File: src/hdl/rpa_pkg.sv
// Shared types and codes of the reference-counted page allocator.
package rpa_pkg;

	localparam int OP_W   = 3;
	localparam int PAGE_W = 15;
	localparam int CNT_W  = 16;
	localparam int STS_W  = 2;

	localparam logic [OP_W-1:0] OP_INIT   = 3'd0;
	localparam logic [OP_W-1:0] OP_ALLOC  = 3'd1;
	localparam logic [OP_W-1:0] OP_FREE   = 3'd2;
	localparam logic [OP_W-1:0] OP_ADDREF = 3'd3;
	localparam logic [OP_W-1:0] OP_READ   = 3'd4;

	localparam logic [STS_W-1:0] ST_OK    = 2'd0;
	localparam logic [STS_W-1:0] ST_EMPTY = 2'd1;
	localparam logic [STS_W-1:0] ST_RANGE = 2'd2;
	localparam logic [STS_W-1:0] ST_FULL  = 2'd3;

	typedef struct packed {
		logic [OP_W-1:0]          op;
		logic [PAGE_W-1:0]        page;
		logic signed [CNT_W-1:0]  delta;
	} req_t;

	typedef struct packed {
		logic [PAGE_W-1:0] page_out;
		logic [CNT_W-1:0]  count;
		logic [STS_W-1:0]  status;
	} rsp_t;

	typedef struct packed {
		logic accept;
		logic sweep_step;
		logic sweep_init;
		logic exec;
	} cmd_t;

	typedef struct packed {
		logic in_is_init;
		logic sweep_last;
	} sts_t;

endpackage

File: src/hdl/rpa_ctrl.sv
// Sequencer of the page allocator: accept, sweep and execute phases.
module rpa_ctrl import rpa_pkg::*; (
	input  logic clk,
	input  logic arst_n,
	input  logic req_valid,
	output logic req_stall,
	output logic rsp_valid,
	input  logic rsp_stall,
	input  sts_t sts,
	output cmd_t cmd
);

	typedef enum logic [2:0] {
		S_SWEEP = 3'b001,
		S_IDLE  = 3'b010,
		S_EXEC  = 3'b100
	} state_t;

	state_t state_q, state_nxt;
	logic   init_q;
	logic   rsp_valid_q;
	logic   can_load;

	assign req_stall = (state_q != S_IDLE);
	assign rsp_valid = rsp_valid_q;
	assign can_load  = !rsp_valid_q || !rsp_stall;

	always_comb begin
		state_nxt      = state_q;
		cmd            = '0;
		cmd.sweep_init = init_q;
		case (state_q)
			S_SWEEP: begin
				cmd.sweep_step = 1'b1;
				if (sts.sweep_last) begin
					state_nxt = init_q ? S_EXEC : S_IDLE;
				end
			end
			S_IDLE: begin
				if (req_valid) begin
					cmd.accept = 1'b1;
					state_nxt  = sts.in_is_init ? S_SWEEP : S_EXEC;
				end
			end
			S_EXEC: begin
				// hold until the output register can take the result
				if (can_load) begin
					cmd.exec  = 1'b1;
					state_nxt = S_IDLE;
				end
			end
			default: begin
				state_nxt = S_IDLE;
			end
		endcase
	end

	always_ff @(posedge clk or negedge arst_n) begin
		if (!arst_n) begin
			state_q     <= S_SWEEP;
			init_q      <= 1'b0;
			rsp_valid_q <= 1'b0;
		end else begin
			state_q <= state_nxt;
			if (cmd.accept) begin
				init_q <= sts.in_is_init;
			end else if (cmd.exec) begin
				init_q <= 1'b0;
			end
			if (cmd.exec) begin
				rsp_valid_q <= 1'b1;
			end else if (!rsp_stall) begin
				rsp_valid_q <= 1'b0;
			end
		end
	end

endmodule

File: config.mk
export PLATFORM = sky130hd
export DESIGN_NAME = rpa_ctrl
export DESIGN_NICKNAME = d
export VERILOG_FILES = /design/src/hdl/rpa_pkg.sv /design/src/hdl/rpa_ctrl.sv
export SDC_FILE = /design/constraint.sdc
export NUM_CORES = 1
export LEC_CHECK = 0
export ABC_AREA = 1
export ABC_CLOCK_PERIOD_IN_PS = 1800
export BUFFER_PORTS_ARGS = -buffer_cell sky130_fd_sc_hd__buf_4
export CAP_MARGIN = 10
export CORE_AREA = 2 2 39 41
export CTS_CLUSTER_SIZE = 20
export DETAILED_ROUTE_END_ITERATION = 6
export DIE_AREA = 0 0 41 43
export SLEW_MARGIN = 20
export SYNTH_ARGS = -nofsm -noshare
export SYNTH_HDL_FRONTEND = slang
export SYNTH_SLANG_ARGS = --single-unit
export TNS_END_PERCENT = 100
File: constraint.sdc
create_clock -name clk -period 1.8 [get_ports clk]
set_input_delay 0.27 -clock clk [delete_from_list [all_inputs] [get_ports clk]]
set_output_delay 0.27 -clock clk [all_outputs]
set_load 0.02 [all_outputs]
==> results_dict.tcl <==
set metrics [dict create \
    status "finished clean" \
    cts_sinks 5 \
    overflow 0 \
    report.final.slew_viol_count 0 \
    post_cts_resized 0 \
    nNetsFinal 62 \
    startpoint_type "flip-flop" \
    final_util_pct 34.27 \
    irDropWorstVdd_uv 681.6 \
    p_seq_share_pct 27.9 \
    comb_power_share_pct 55.6 \
    synth.most_common_cell "nand2_1" \
    die-width_um 41 \
    yosysWarnings 0 \
    ys_types 16 \
    ys.flop_type "dfrtp_1" \
    hold_class "input pin to flip-flop" \
    finalCritPeriodShare_pct 81.49 \
    worst-path-buf-inv 2 \
    avgViaCountPerCell 4.127 \
    netSwitchingFraction_pct 46.07 \
    num_rows 14 \
    first_global_vias 258 \
    hold_viol 0 \
    synth_area_leader_cell "dfrtp_1" \
    cp_max_fo 5 \
    netlist_instances 40 \
    slew_headroom_pct 87.13 \
    ios 12 \
    clk-insertion-delay-late_ns 0.24 \
    vias 293 \
    seq_area_frac_synth_pct 36.86 \
    drcViolationCount 0 \
    power.leakage_nw 0.2843 \
    die_area_mm2 0.001763 \
    crit_arrival_ns 1.20 \
    core-area_mm2 0.001384 \
    grt_pass1_wl_mm 1.083 \
    syn_nets 46 \
    crit_family "flip-flops" \
    area_growth_pct 38.32 \
    fmaxAchievable_ghz 0.6818 \
    path_cells "inv_2 > nand2_4 > nor2_8 > buf_4" \
    antenna_found_initial 0 \
    drv_cap 0 \
    synth_edf_count 0 \
    drive_above_1_share_pct 54.55 \
    path_class "flip-flop to output port" \
    cts_tree "yes" \
    p_per_area_mw_per_mm2 1634 \
    drtAntennaViolNets 0 \
    min_period_ns 1.467 \
    cts_setup_buffers 0 \
    hpwl_um 522.6 \
    dp.cells 66 \
    die_h_um 43 \
    firstDrtPassIters 3 \
    synth_area_um2 342.8 \
    initial_core_util_pct 24.77 \
    synthTopCellsByArea "dfrtp_1 (29%), nand2_1 (9.9%), nand2_4 (9.9%)" \
    synth_area_per_cell_um2 8.571 \
    clock_path_buffers 2 \
    wl_per_cell_um 8.606 \
    ys_ff_latch 5 \
    cts_buffers 3 \
    worstPathRequired_ns 1.53 \
    crit_path_top_delay_cell "dfstp_2" \
    clk_pin_slew_ns 0.04 \
    globalRouteTotalUtil_pct 9.284 \
    crit_path_end_kind "output port" \
    skew_ns 0.001885 \
    slowest_delay_ns 0.58 \
    fin_cells 71 \
    cts_hold_buf 1 \
    power_switching_mw 0.3570 \
    clkPwrFrac_pct 16.5 \
    htreeDepth 1 \
    grt_max_degree 6 \
    tns_ns 0 \
    rsz0062_at_grt "no" \
    antenna_cells_inserted 0 \
    async_reset_ff_share_pct 100.0 \
    yosysTopAreaCellShare_pct 29.20 \
    cts_root_buffer "clkbuf_4" \
    p_int_mw 0.4180 \
    globalplace.congestion 0.6571 \
    setup_viol 0 \
    synthTopCellsByCount "nand2_1 (9), dfrtp_1 (4), inv_1 (4), inv_2 (4)" \
    port_buffers 11 \
    tightest_slew_ns 0.1931 \
    drt-total-wl_um 611 \
    drt_iter0_markers 5 \
]
==> power by group through the flow <==
stage	combinational, mW	clock [mW]	sequential, mW
final	0.431	0.128	0.216
after global routing	0.471	0.144	0.222
after CTS	0.437	0.131	0.217
after detailed placement	0.434	0	0.218
after global placement	0.431	0	0.216
after floorplan	0.315	0	0.220
==> flip-flops by register name, summed over array words and instances, names as in the netlist <==
name and flops:
state_q 3, init_q 1, rsp_valid 1
==> layer usage <==
layer  up-vias  track usage [%]  wire length, um
li1        152                -                -
met1       135            11.76              273
met2         6            12.50              315
met3         0            5.236               22
met4         0            4.000                0
met5         -                0                0
==> through the flow <==
stage / area, um^2 / hold WS (ns) / setup WS (ns) / power (mW)
after floorplan: 342.8 / -0.02559 / 0.6993 / 0.5350
after global placement: 437.9 / 0.07165 / 0.5872 / 0.6474
after detailed placement: 437.9 / 0.07350 / 0.5847 / 0.6525
after CTS: 474.2 / 0.2574 / 0.3246 / 0.7857
after global routing: 474.2 / 0.2576 / 0.2536 / 0.8370
final: 474.2 / 0.2618 / 0.3332 / 0.7751
==> layout by cell type, fill, tap and decap left out <==
| master | instances |
|---|---|
| buf_4 | 11 |
| clkbuf_1 | 1 |
| clkbuf_4 | 3 |
| dfrtp_1 | 4 |
| dfstp_2 | 1 |
| dlygate4sd3_1 | 1 |
| inv_1 | 4 |
| inv_2 | 4 |
| nand2_1 | 9 |
| nand2_2 | 1 |
| nand2_4 | 3 |
| nand3_1 | 1 |
| nand3_2 | 2 |
| nand4_1 | 1 |
| nor2_1 | 3 |
| nor2_4 | 1 |
| nor2_8 | 1 |
| nor3_1 | 1 |
| o21ai_2 | 3 |
==> tightest hold or removal path, cell delays in order <==
cell	delay, ns
buf_4	0.10
nand2_4	0.05
nand2_2	0.04
==> worst paths after layout <==
check	from	end	slack, ns	cells past startpoint
min	sts[1]	state_q[0]$_DFFE_PN1P_	0.26	3
max in group asynchronous	arst_n	state_q[0]$_DFFE_PN1P_	1.24	2
max	state_q[0]$_DFFE_PN1P_	cmd[3]	0.33	4
max reg2reg	state_q[0]$_DFFE_PN1P_	state_q[2]$_DFFE_PN0P_	0.74	6
min in group asynchronous	arst_n	rsp_valid$_DFFE_PN0P_	0.37	2
min reg2reg	rsp_valid$_DFFE_PN0P_	rsp_valid$_DFFE_PN0P_	0.52	2
==> cell families after synthesis <==
family          synth area share, %
simple gates                  44.52
buf+inv                       10.95
flops                         36.86
compound gates                7.666
==> area by class of cell <==
class	count	area, um^2
Multi-Input combinational cell	26	178.9
Tap cell	16	20.02
Timing Repair Buffer	12	92.59
Clock buffer	4	26.28
Sequential cell	5	126.4
Inverter	8	30.03
Fill cell	152	909.6
Note: power is estimated with default switching activity, not from simulation.
